`src/rtl/usart_async_tx_rx_macros.svh`:
```
// Assertion macros shared by the serial port RTL.
`ifndef USART_ASYNC_TX_RX_MACROS_SVH
`define USART_ASYNC_TX_RX_MACROS_SVH
`ifndef SYNTH
// Checked on every clock edge outside reset.
`define USART_ASSERT(lbl, prop) \
  lbl: assert property (@(posedge clk) disable iff (rst) prop) \
    else $error("usart assertion failed");
// Checked on every clock edge, reset included.
`define USART_ASSERT_ALWAYS(lbl, prop) \
  lbl: assert property (@(posedge clk) prop) \
    else $error("usart assertion failed");
`else
`define USART_ASSERT(lbl, prop)
`define USART_ASSERT_ALWAYS(lbl, prop)
`endif
`endif

```
`src/rtl/usart_pkg.sv`:
```
// Types and constants of the asynchronous serial port.
package usart_pkg;

  // Stream widths
  localparam int IN_DATA_W  = 16;
  localparam int IN_USER_W  = 3;
  localparam int OUT_DATA_W = 16;

  // Command queue between decoder and engine
  localparam int QUEUE_DEPTH = 2;
  localparam int QPTR_W      = $clog2(QUEUE_DEPTH);
  localparam int QCNT_W      = $clog2(QUEUE_DEPTH + 1);

  // Configuration register indexes
  localparam int CFG_IDX_W = 3;
  localparam logic [CFG_IDX_W-1:0] CFG_PORT_EN    = 3'd0;
  localparam logic [CFG_IDX_W-1:0] CFG_TX_EN      = 3'd1;
  localparam logic [CFG_IDX_W-1:0] CFG_TX_NINE    = 3'd2;
  localparam logic [CFG_IDX_W-1:0] CFG_TX_NINTH   = 3'd3;
  localparam logic [CFG_IDX_W-1:0] CFG_RX_CONT    = 3'd4;
  localparam logic [CFG_IDX_W-1:0] CFG_RX_NINE    = 3'd5;

  // Frame lengths
  localparam logic [3:0] TX_BITS_NINE  = 4'd12;
  localparam logic [3:0] TX_BITS_EIGHT = 4'd11;
  localparam logic [3:0] RX_BITS_NINE  = 4'd9;
  localparam logic [3:0] RX_BITS_EIGHT = 4'd8;

  typedef enum logic [2:0] {
    ACT_TX_TICK   = 3'd0,
    ACT_RX_EDGE   = 3'd1,
    ACT_RX_SAMPLE = 3'd2,
    ACT_TX_WRITE  = 3'd3,
    ACT_RX_READ   = 3'd4,
    ACT_NOP       = 3'd5
  } act_t;

  typedef enum logic [1:0] {
    RX_OFF   = 2'd0,
    RX_WAIT  = 2'd1,
    RX_START = 2'd2,
    RX_DATA  = 2'd3
  } rx_phase_t;

  // Decoded command, as queued for the engine
  typedef struct packed {
    act_t       act;
    logic       level;
    logic       sample;
    logic [7:0] data;
  } cmd_t;

  // Result beat layout, lowest bit last
  typedef struct packed {
    logic [2:0] pad;
    logic       rx_overrun;
    logic       rx_ready;
    logic [7:0] rx_byte;
    logic       tx_shifter_empty;
    logic       tx_buffer_empty;
    logic       tx_line;
  } res_t;

endpackage

```
`src/rtl/usart_cmd_queue.sv`:
```
// Input decoder and two-entry command queue in front of the engine.
module usart_cmd_queue (
  input  logic                                clk,
  input  logic                                rst,
  input  logic                                s_tvalid,
  output logic                                s_tready,
  // [0] rx_level, [3:1] rx_samples, [11:4] tx_byte, [15:12] zero
  input  logic [usart_pkg::IN_DATA_W-1:0]     s_tdata,
  // [2:0] action
  input  logic [usart_pkg::IN_USER_W-1:0]     s_tuser,
  output logic                                q_valid,
  output usart_pkg::cmd_t                     q_cmd,
  input  logic                                q_pop
);

  usart_pkg::cmd_t                    entry [usart_pkg::QUEUE_DEPTH];
  usart_pkg::cmd_t                    cmd_in;
  logic [usart_pkg::QPTR_W-1:0]       wr_ptr;
  logic [usart_pkg::QPTR_W-1:0]       rd_ptr;
  logic [usart_pkg::QCNT_W-1:0]       count;
  logic                               push;
  logic                               pop;
  logic [2:0]                         smp;

  // Classify the beat: unused action codes become no-ops, samples voted
  assign smp = s_tdata[3:1];
  always_comb begin
    cmd_in.act    = (s_tuser <= 3'(usart_pkg::ACT_RX_READ)) ?
                    usart_pkg::act_t'(s_tuser) : usart_pkg::ACT_NOP;
    cmd_in.level  = s_tdata[0];
    cmd_in.sample = (smp[0] & smp[1]) | (smp[0] & smp[2]) | (smp[1] & smp[2]);
    cmd_in.data   = s_tdata[11:4];
  end

  assign s_tready = (count != usart_pkg::QCNT_W'(usart_pkg::QUEUE_DEPTH));
  assign push     = s_tvalid & s_tready;
  assign q_valid  = (count != '0);
  assign pop      = q_pop & q_valid;
  assign q_cmd    = entry[rd_ptr];

  // Queue storage
  always_ff @(posedge clk) begin
    if (push) begin
      entry[wr_ptr] <= cmd_in;
    end
  end

  // Pointers and fill level
  always_ff @(posedge clk) begin
    if (rst) begin
      wr_ptr <= '0;
      rd_ptr <= '0;
      count  <= '0;
    end else begin
      if (push) begin
        wr_ptr <= wr_ptr + 1'b1;
      end
      if (pop) begin
        rd_ptr <= rd_ptr + 1'b1;
      end
      count <= count + usart_pkg::QCNT_W'(push) - usart_pkg::QCNT_W'(pop);
    end
  end

`include "usart_async_tx_rx_macros.svh"

  `USART_ASSERT(a_queue_bound, count <= usart_pkg::QCNT_W'(usart_pkg::QUEUE_DEPTH))

endmodule

```
`src/rtl/usart_engine.sv`:
```
// Serial port state, command execution and result register.
module usart_engine #(
  parameter int FIFO_DEPTH = 2
) (
  input  logic                                clk,
  input  logic                                rst,
  input  logic                                cfg_valid,
  input  logic [usart_pkg::CFG_IDX_W-1:0]     cfg_index,
  input  logic                                cfg_data,
  input  logic                                q_valid,
  input  usart_pkg::cmd_t                     q_cmd,
  output logic                                q_pop,
  output logic                                m_tvalid,
  input  logic                                m_tready,
  output logic [usart_pkg::OUT_DATA_W-1:0]    m_tdata
);

  localparam int CNT_W = $clog2(FIFO_DEPTH + 1);

  // Configuration
  logic port_en, tx_en, tx_nine, tx_ninth, rx_cont, rx_nine;
  logic port_en_next, tx_en_next, tx_nine_next, tx_ninth_next;
  logic rx_cont_next, rx_nine_next;

  // Transmitter
  logic [7:0]  hold_byte, hold_byte_next;
  logic        hold_full, hold_full_next;
  logic [11:0] tx_frame, tx_frame_next;
  logic [3:0]  tx_bits_left, tx_bits_left_next;
  logic        tx_level, tx_level_next;

  // Receiver
  usart_pkg::rx_phase_t rx_phase, rx_phase_next;
  logic [9:0]  rx_frame, rx_frame_next;
  logic [3:0]  rx_bits_left, rx_bits_left_next;
  logic        line_level, line_level_next;

  // Receive FIFO
  logic [7:0]       fifo_store [FIFO_DEPTH];
  logic [CNT_W-1:0] fifo_count, fifo_count_next;
  logic             overrun, overrun_next;
  logic             fifo_push, fifo_pop;
  logic [7:0]       push_byte;

  logic             fire;
  logic             cfg_we;
  usart_pkg::res_t  res;

  function automatic logic [11:0] load_frame(input logic [7:0] b, input logic nine,
                                             input logic ninth);
    load_frame = {(nine ? {2'b11, ninth} : 3'b011), b, 1'b0};
  endfunction

  // A register write holds off the command for that cycle
  assign cfg_we = cfg_valid;
  assign fire   = q_valid & (~m_tvalid | m_tready) & ~cfg_we;
  assign q_pop  = fire;

  // Next state: configuration write or one command
  always_comb begin
    logic old_port;
    logic old_cont;
    logic do_rc;
    logic skip;

    port_en_next      = port_en;
    tx_en_next        = tx_en;
    tx_nine_next      = tx_nine;
    tx_ninth_next     = tx_ninth;
    rx_cont_next      = rx_cont;
    rx_nine_next      = rx_nine;
    hold_byte_next    = hold_byte;
    hold_full_next    = hold_full;
    tx_frame_next     = tx_frame;
    tx_bits_left_next = tx_bits_left;
    tx_level_next     = tx_level;
    rx_phase_next     = rx_phase;
    rx_frame_next     = rx_frame;
    rx_bits_left_next = rx_bits_left;
    line_level_next   = line_level;
    fifo_count_next   = fifo_count;
    overrun_next      = overrun;
    fifo_push         = 1'b0;
    fifo_pop          = 1'b0;
    push_byte         = rx_frame[7:0];
    old_port          = port_en;
    old_cont          = rx_cont;
    do_rc             = 1'b0;
    skip              = 1'b0;

    if (cfg_we) begin
      priority case (cfg_index)
        usart_pkg::CFG_PORT_EN: begin
          port_en_next = cfg_data;
          do_rc        = 1'b1;
        end
        usart_pkg::CFG_TX_EN: begin
          if (cfg_data != tx_en) begin
            tx_en_next = cfg_data;
            if (cfg_data) begin
              hold_full_next = 1'b0;
            end else begin
              tx_bits_left_next = '0;
            end
          end
        end
        usart_pkg::CFG_TX_NINE:  tx_nine_next  = cfg_data;
        usart_pkg::CFG_TX_NINTH: tx_ninth_next = cfg_data;
        usart_pkg::CFG_RX_CONT: begin
          rx_cont_next = cfg_data;
          do_rc        = 1'b1;
        end
        usart_pkg::CFG_RX_NINE: begin
          rx_nine_next = cfg_data;
          do_rc        = 1'b1;
        end
        default: ;
      endcase

      // Port and receiver enable handling
      if (do_rc) begin
        if (old_port != port_en_next) begin
          if (port_en_next) begin
            tx_level_next  = 1'b1;
            hold_full_next = 1'b0;
          end else begin
            tx_bits_left_next = '0;
            hold_full_next    = 1'b1;
            rx_frame_next     = '0;
            rx_bits_left_next = '0;
            rx_phase_next     = usart_pkg::RX_OFF;
            skip              = 1'b1;
          end
        end
        if (!skip) begin
          if (port_en_next && rx_cont_next) begin
            if (old_port != port_en_next || old_cont != rx_cont_next) begin
              rx_frame_next     = '0;
              rx_bits_left_next = rx_nine_next ? usart_pkg::RX_BITS_NINE
                                               : usart_pkg::RX_BITS_EIGHT;
              rx_phase_next     = line_level ? usart_pkg::RX_WAIT : usart_pkg::RX_START;
            end
          end else begin
            rx_phase_next = usart_pkg::RX_OFF;
          end
        end
      end
    end else if (fire) begin
      unique case (q_cmd.act)
        usart_pkg::ACT_TX_TICK: begin
          if (tx_bits_left != '0) begin
            tx_level_next     = tx_frame[0];
            tx_frame_next     = {1'b0, tx_frame[11:1]};
            tx_bits_left_next = tx_bits_left - 4'd1;
            if (tx_bits_left_next == '0 && hold_full) begin
              tx_frame_next     = load_frame(hold_byte, tx_nine, tx_ninth);
              tx_bits_left_next = tx_nine ? usart_pkg::TX_BITS_NINE
                                          : usart_pkg::TX_BITS_EIGHT;
              hold_full_next    = 1'b0;
            end
          end
        end
        usart_pkg::ACT_RX_EDGE: begin
          line_level_next = q_cmd.level;
          if (rx_phase == usart_pkg::RX_WAIT && !q_cmd.level && rx_cont) begin
            rx_phase_next = usart_pkg::RX_START;
          end
        end
        usart_pkg::ACT_RX_SAMPLE: begin
          if (rx_phase == usart_pkg::RX_START) begin
            rx_phase_next = q_cmd.sample ? usart_pkg::RX_WAIT : usart_pkg::RX_DATA;
          end else if (rx_phase == usart_pkg::RX_DATA) begin
            if (rx_bits_left == '0) begin
              // Stop bit: deliver a good frame, then re-arm or stop
              if (q_cmd.sample) begin
                push_byte = rx_nine ? rx_frame[7:0] : rx_frame[8:1];
                if (fifo_count >= CNT_W'(FIFO_DEPTH)) begin
                  overrun_next = 1'b1;
                end else begin
                  fifo_push       = 1'b1;
                  fifo_count_next = fifo_count + 1'b1;
                end
              end
              if (rx_cont) begin
                rx_frame_next     = '0;
                rx_bits_left_next = rx_nine ? usart_pkg::RX_BITS_NINE
                                            : usart_pkg::RX_BITS_EIGHT;
                rx_phase_next     = usart_pkg::RX_WAIT;
              end else begin
                rx_phase_next = usart_pkg::RX_OFF;
              end
            end else begin
              rx_frame_next     = {1'b0, q_cmd.sample | rx_frame[9], rx_frame[8:1]};
              rx_bits_left_next = rx_bits_left - 4'd1;
            end
          end
        end
        usart_pkg::ACT_TX_WRITE: begin
          hold_byte_next = q_cmd.data;
          hold_full_next = 1'b1;
          if (tx_bits_left == '0 && tx_en) begin
            tx_frame_next     = load_frame(q_cmd.data, tx_nine, tx_ninth);
            tx_bits_left_next = tx_nine ? usart_pkg::TX_BITS_NINE
                                        : usart_pkg::TX_BITS_EIGHT;
            hold_full_next    = 1'b0;
          end
        end
        usart_pkg::ACT_RX_READ: begin
          if (fifo_count != '0) begin
            fifo_pop        = 1'b1;
            fifo_count_next = fifo_count - 1'b1;
          end
        end
        usart_pkg::ACT_NOP: ;
        default: ;
      endcase
    end
  end

  // Result of the command
  always_comb begin
    res.pad              = '0;
    res.rx_overrun       = overrun_next;
    res.rx_ready         = (fifo_count_next != '0);
    res.rx_byte          = fifo_pop ? fifo_store[0] : 8'h00;
    res.tx_shifter_empty = (tx_bits_left_next == '0);
    res.tx_buffer_empty  = ~hold_full_next;
    res.tx_line          = tx_level_next;
  end

  // Receive FIFO entries: pop shifts towards the head, push fills at the tail
  for (genvar i = 0; i < FIFO_DEPTH; i++) begin : g_fifo
    if (i < FIFO_DEPTH - 1) begin : g_mid
      always_ff @(posedge clk) begin
        if (fifo_push && fifo_count == CNT_W'(i)) begin
          fifo_store[i] <= push_byte;
        end else if (fifo_pop) begin
          fifo_store[i] <= fifo_store[i+1];
        end
      end
    end else begin : g_last
      always_ff @(posedge clk) begin
        if (fifo_push && fifo_count == CNT_W'(i)) begin
          fifo_store[i] <= push_byte;
        end
      end
    end
  end

  // Payload registers
  always_ff @(posedge clk) begin
    hold_byte <= hold_byte_next;
    if (fire) begin
      m_tdata <= res;
    end
  end

  // Control state
  always_ff @(posedge clk) begin
    if (rst) begin
      port_en      <= 1'b0;
      tx_en        <= 1'b0;
      tx_nine      <= 1'b0;
      tx_ninth     <= 1'b0;
      rx_cont      <= 1'b0;
      rx_nine      <= 1'b0;
      hold_full    <= 1'b0;
      tx_frame     <= '0;
      tx_bits_left <= '0;
      tx_level     <= 1'b1;
      rx_phase     <= usart_pkg::RX_OFF;
      rx_frame     <= '0;
      rx_bits_left <= '0;
      line_level   <= 1'b1;
      fifo_count   <= '0;
      overrun      <= 1'b0;
      m_tvalid     <= 1'b0;
    end else begin
      port_en      <= port_en_next;
      tx_en        <= tx_en_next;
      tx_nine      <= tx_nine_next;
      tx_ninth     <= tx_ninth_next;
      rx_cont      <= rx_cont_next;
      rx_nine      <= rx_nine_next;
      hold_full    <= hold_full_next;
      tx_frame     <= tx_frame_next;
      tx_bits_left <= tx_bits_left_next;
      tx_level     <= tx_level_next;
      rx_phase     <= rx_phase_next;
      rx_frame     <= rx_frame_next;
      rx_bits_left <= rx_bits_left_next;
      line_level   <= line_level_next;
      fifo_count   <= fifo_count_next;
      overrun      <= overrun_next;
      if (fire) begin
        m_tvalid <= 1'b1;
      end else if (m_tready) begin
        m_tvalid <= 1'b0;
      end
    end
  end

`include "usart_async_tx_rx_macros.svh"

  `USART_ASSERT(a_fifo_bound, fifo_count <= CNT_W'(FIFO_DEPTH))
  `USART_ASSERT(a_rx_off_when_port_off, !port_en |-> rx_phase == usart_pkg::RX_OFF)
  `USART_ASSERT(a_overrun_on_full, (fire && !cfg_we && q_cmd.act == usart_pkg::ACT_RX_SAMPLE
    && rx_phase == usart_pkg::RX_DATA && rx_bits_left == '0 && q_cmd.sample
    && fifo_count == CNT_W'(FIFO_DEPTH)) |=> overrun)

endmodule

```
`src/rtl/usart_async_tx_rx.sv`:
```
// Asynchronous serial transmitter and receiver, top level.
//
// Commands arrive one beat at a time on the s_ stream: the action code in
// tuser (tx bit tick, rx line change, rx bit samples, tx write, rx read) and
// its operands in tdata. Each command yields exactly one status beat on the
// m_ stream, in order. A decoder votes the three rx samples and queues the
// command in a two-entry queue; the engine executes one command per clock
// while no configuration write or unaccepted status beat holds it off, so
// the sustained rate is one beat per cycle. A command passes through its
// queue entry and the result register before its status beat is presented;
// while that beat waits, command execution stalls, though the queue can
// still take new commands. Configuration writes take effect at the edge
// they are accepted and hold off command execution for that cycle; the user
// must make them only while no command is in flight, which the block does
// not enforce. The receive FIFO is FIFO_DEPTH bytes deep; a good frame
// arriving with the FIFO full is dropped and sets the sticky overrun flag.
module usart_async_tx_rx #(
  parameter int FIFO_DEPTH = 2
) (
  input  logic                                clk,
  input  logic                                rst,
  input  logic                                s_tvalid,
  output logic                                s_tready,
  // [0] rx_level, [3:1] rx_samples, [11:4] tx_byte, [15:12] zero
  input  logic [usart_pkg::IN_DATA_W-1:0]     s_tdata,
  // [2:0] action
  input  logic [usart_pkg::IN_USER_W-1:0]     s_tuser,
  output logic                                m_tvalid,
  input  logic                                m_tready,
  // [0] tx_line, [1] tx_buffer_empty, [2] tx_shifter_empty, [10:3] rx_byte,
  // [11] rx_ready, [12] rx_overrun, [15:13] zero
  output logic [usart_pkg::OUT_DATA_W-1:0]    m_tdata,
  input  logic                                cfg_valid,
  output logic                                cfg_ready,
  input  logic [usart_pkg::CFG_IDX_W-1:0]     cfg_index,
  input  logic                                cfg_data
);

  logic            q_valid;
  logic            q_pop;
  usart_pkg::cmd_t q_cmd;

  // Register writes are always taken
  assign cfg_ready = 1'b1;

  usart_cmd_queue u_queue (
    .clk      (clk),
    .rst      (rst),
    .s_tvalid (s_tvalid),
    .s_tready (s_tready),
    .s_tdata  (s_tdata),
    .s_tuser  (s_tuser),
    .q_valid  (q_valid),
    .q_cmd    (q_cmd),
    .q_pop    (q_pop)
  );

  usart_engine #(
    .FIFO_DEPTH (FIFO_DEPTH)
  ) u_engine (
    .clk       (clk),
    .rst       (rst),
    .cfg_valid (cfg_valid & cfg_ready),
    .cfg_index (cfg_index),
    .cfg_data  (cfg_data),
    .q_valid   (q_valid),
    .q_cmd     (q_cmd),
    .q_pop     (q_pop),
    .m_tvalid  (m_tvalid),
    .m_tready  (m_tready),
    .m_tdata   (m_tdata)
  );

endmodule
```
`config.mk`:
```
export PLATFORM = sky130hd
export DESIGN_NAME = usart_async_tx_rx
export DESIGN_NICKNAME = d
export VERILOG_FILES = /design/src/rtl/usart_pkg.sv /design/src/rtl/usart_cmd_queue.sv /design/src/rtl/usart_engine.sv /design/src/rtl/usart_async_tx_rx.sv
export VERILOG_INCLUDE_DIRS = /design/src /design/src/rtl
export SDC_FILE = /design/constraint.sdc
export NUM_CORES = 1
export LEC_CHECK = 0
export BUFFER_PORTS_ARGS = -buffer_cell sky130_fd_sc_hd__buf_2
export CORE_MARGIN = 2
export CORE_UTILIZATION = 40
export CTS_CLUSTER_DIAMETER = 80
export DETAILED_ROUTE_END_ITERATION = 8
export RECOVER_POWER = 50
export SYNTH_ARGS = -nofsm -noshare
export SYNTH_HDL_FRONTEND = slang
export SYNTH_SLANG_ARGS = --single-unit
```
`constraint.sdc`:
```
create_clock -name clk -period 2.7 [get_ports clk]
set_input_delay 0.54 -clock clk [delete_from_list [all_inputs] [get_ports clk]]
set_output_delay 0.54 -clock clk [all_outputs]
set_load 0.01 [all_outputs]
```
==> flow_summary.toml <==
[outcome]
status = "finished, final reports clean"

[cts]
tritoncts = "done"
clock-sinks = 113
cts-root-buf = "clkbuf_16"
htree_levels = 4
clk_pin_slew_ns = 0.06
cts-resized-gates = 0
post_cts_buffers = 0
cts-root-to-sink-buffers = 2
clock_latency_ns = 0.42
cts_hold_buf = 0
cts_buffers = 17

[floorplan]
io-pin-count = 47
initial_utilization_pct = 41.2
die_w_um = 121
die_h_um = 121
coreArea_sq_um = 13300
design.die.area_sq_um = 14700
rows = 42

[final_layout]
layout.nets = 580
fillerInstances = 1251
layoutNonFillerInstCount = 731
drive_above_1_share_pct = 20.5
diodes = 0
fin_util_pct = 48.5
area_growth_pct = 17.8

[global_route]
met1_usage_pct = 22.4
use_met2_pct = 25.5
antenna_found_initial = 0
grt_max_degree = 22
grt_overflow = 0
grtUsageTotal_pct = 16.7
grt.busiest_layer = "met2"
use_met3_pct = 4.23
grt_pass1_wl_um = 18900
grt_pass1_vias = 3788

[power_and_ir_drop]
ir_drop_mv = 0.439
p_int_uw = 3540
power_leakage_uw = 0.00241
p_switching_uw = 1370
power_density_nw_per_um2 = 759
pwr-share-clk_pct = 42.7
seqPwrFrac_pct = 42.1
netSwitchingFraction_pct = 27.9
total_power_uw = 4910
comb_power_share_pct = 15.2

[worst_setup_path]
cp_common_cell = "mux2_2"
worst_ep_required_time_ns = 2.87
cpMaxStageDelayCell = "dfxtp_1"
r2r_cells = 6
cpPeakStageDelay_ns = 0.50
path_cells = "mux2_2, a21oi_4, nand3_2, nor2_4, mux2_2, mux2_2"
cp-end-kind = "register"
path_max_fanout = 11
worstPathArrival_ns = 2.68
crit_path_start_kind = "register"
worst-setup-path-type = "reg2reg"

[timing]
finalClockSkew_ns = 0.0101
period_needed_ns = 2.51
finalSetupViolations = 0
max_slew_margin_pct = 27.7
rsz0062_at_grt = "no"
final-max-slew-violation-count = 0
fmax_mhz = 398
hold_ws_ns = 0.311
period_share_pct = 93.1
worst_pin_slew_ns = 1.08
hold_viol_final = 0

[logic_synthesis]
ys_top_cells_by_area = "edfxtp_1 34%, dfxtp_1 18%, mux2_2 5.5%, nor2_1 3.1%, mux2i_1 2.6%"
ys_types = 75
yosysMostFrequentCell = "edfxtp_1"
synth_flop_cell = "edfxtp_1"
ys_ff_latch = 113
netlist_area_sq_um = 5500
synthTopCellsByCount = "63 x edfxtp_1, 50 x dfxtp_1, 46 x nor2_1, 27 x mux2_2, 26 x nand2_1"
synth_area_per_cell_sq_um = 11.4
yosysSeqAreaShare_pct = 52.6
yosys_warnings = 0
async_flop_share_pct = 0
synth_top_area_share_pct = 34.4
synth-edff-count = 63
syn_inst = 484
synth.largest_area_cell = "edfxtp_1"

[place]
numPortBuffers = 38
gp_congestion = 0.848
dp_hpwl_um = 7970
dpl.cell_count = 699

[run]
max_cap_viol_count = 0

[drt]
first_pass_iters = 4
drt_iter0_markers = 286
via_per_inst = 5.24
ant_nets = 0
drt-wirelength-per-cell_um = 15.6
vias = 3834
drt_wl_total_um = 11400
drc = 0

[hold_path]
hold-path-cell-count = 1
hold_class = "in2reg"
-- power groups by stage --
stage / combinational, uW / sequential, uW / clock, uW
after floorplan: 538 / 2090 / 0
after global placement: 777 / 2090 / 0
after detailed placement: 790 / 2100 / 0
after CTS: 797 / 2070 / 2140
after global routing: 832 / 2080 / 2230
final: 745 / 2070 / 2100
-- critical path, delay by kind of cell (launching register included) --
family / cells / cell delay (ns)
AOI/OAI and AO/OA: 1 / 0.24
muxes: 3 / 1.13
and+or+nand+nor: 2 / 0.41
DFF: 1 / 0.50
-- final timing paths --
path / from / to / slack (ns)
min reg2reg: u_engine.tx_frame[5] / u_engine.tx_frame[5] / 0.45
max reg2reg: register / u_engine.fifo_store[0][0] / 0.19
min: s_tdata[9] / u_queue.entry[1][5] / 0.31
max: register / u_engine.fifo_store[0][0] / 0.19
-- metrics by stage --
step | cell area [sq um] | TNS [ns] | worst slack [ns]
floorplan | 5500 | 0 | 0.00812
global placement | 5960 | 0 | 0.0135
detailed placement | 5960 | -0.195 | -0.0598
CTS | 6520 | 0 | 0.179
global route | 6470 | 0 | 0.0718
finish | 6470 | 0 | 0.187
-- logic make-up after synthesis --
kind of cell	synth area share, %
xor gates and xnor gates	0.797
AOI/OAI and AO/OA	14.8
DFF	52.6
other	0.137
buffers and inverters	4.35
adders and majority gates	2.46
muxes	8.08
and+or+nand+nor	16.7
-- registers in the layout (all words and copies together), names as in the netlist, 2 cells and up, named ones only --
signal                 cells
u_engine.rx_phase          2
u_engine.fifo_count        2
u_queue.count              2
u_engine.rx_frame         10
u_engine.hold_byte         8
u_engine.fifo_store       16
u_engine.rx_bits_left      4
u_queue.entry             26
u_engine.m_tdata          13
u_engine.tx_bits_left      4
u_engine.tx_frame         12
-- cell usage in the layout, fill, tap and decap left out, drive strengths merged, types with 6 or more instances in the layout --
cell      netlist  layout
a211o           9       9
a21oi          21      21
a22o           10      10
and2           18      18
buf            17      39
clkbuf         12      45
clkinvlp        0       7
dfxtp          50      50
edfxtp         63      63
ha             10      10
inv            19      22
mux2           27      27
mux2i          14      14
nand2          27      27
nand3          12      12
nor2           47      47
nor3            8       8
nor4            6       6
nor4b           6       6
o21ai          14      14
-- area by class of cell --
cell class | instances | area [sq um] | area share, %
multi-input cells | 324 | 2370 | 36.6
clock buffers | 18 | 429 | 6.63
repair buffers | 66 | 350 | 5.41
flip-flops and latches | 113 | 2890 | 44.7
clock inverters | 14 | 135 | 2.09
inverters | 20 | 75.1 | 1.16
well taps | 176 | 220 | 3.40
-- metal layers --
| metal | wire length, um | up-vias |
|---|---|---|
| met5 | 0 | - |
| met4 | 144 | 0 |
| met3 | 431 | 8 |
| met2 | 5180 | 73 |
| met1 | 5660 | 1838 |
| li1 | - | 1915 |
Power figures use the tool's default switching activity.
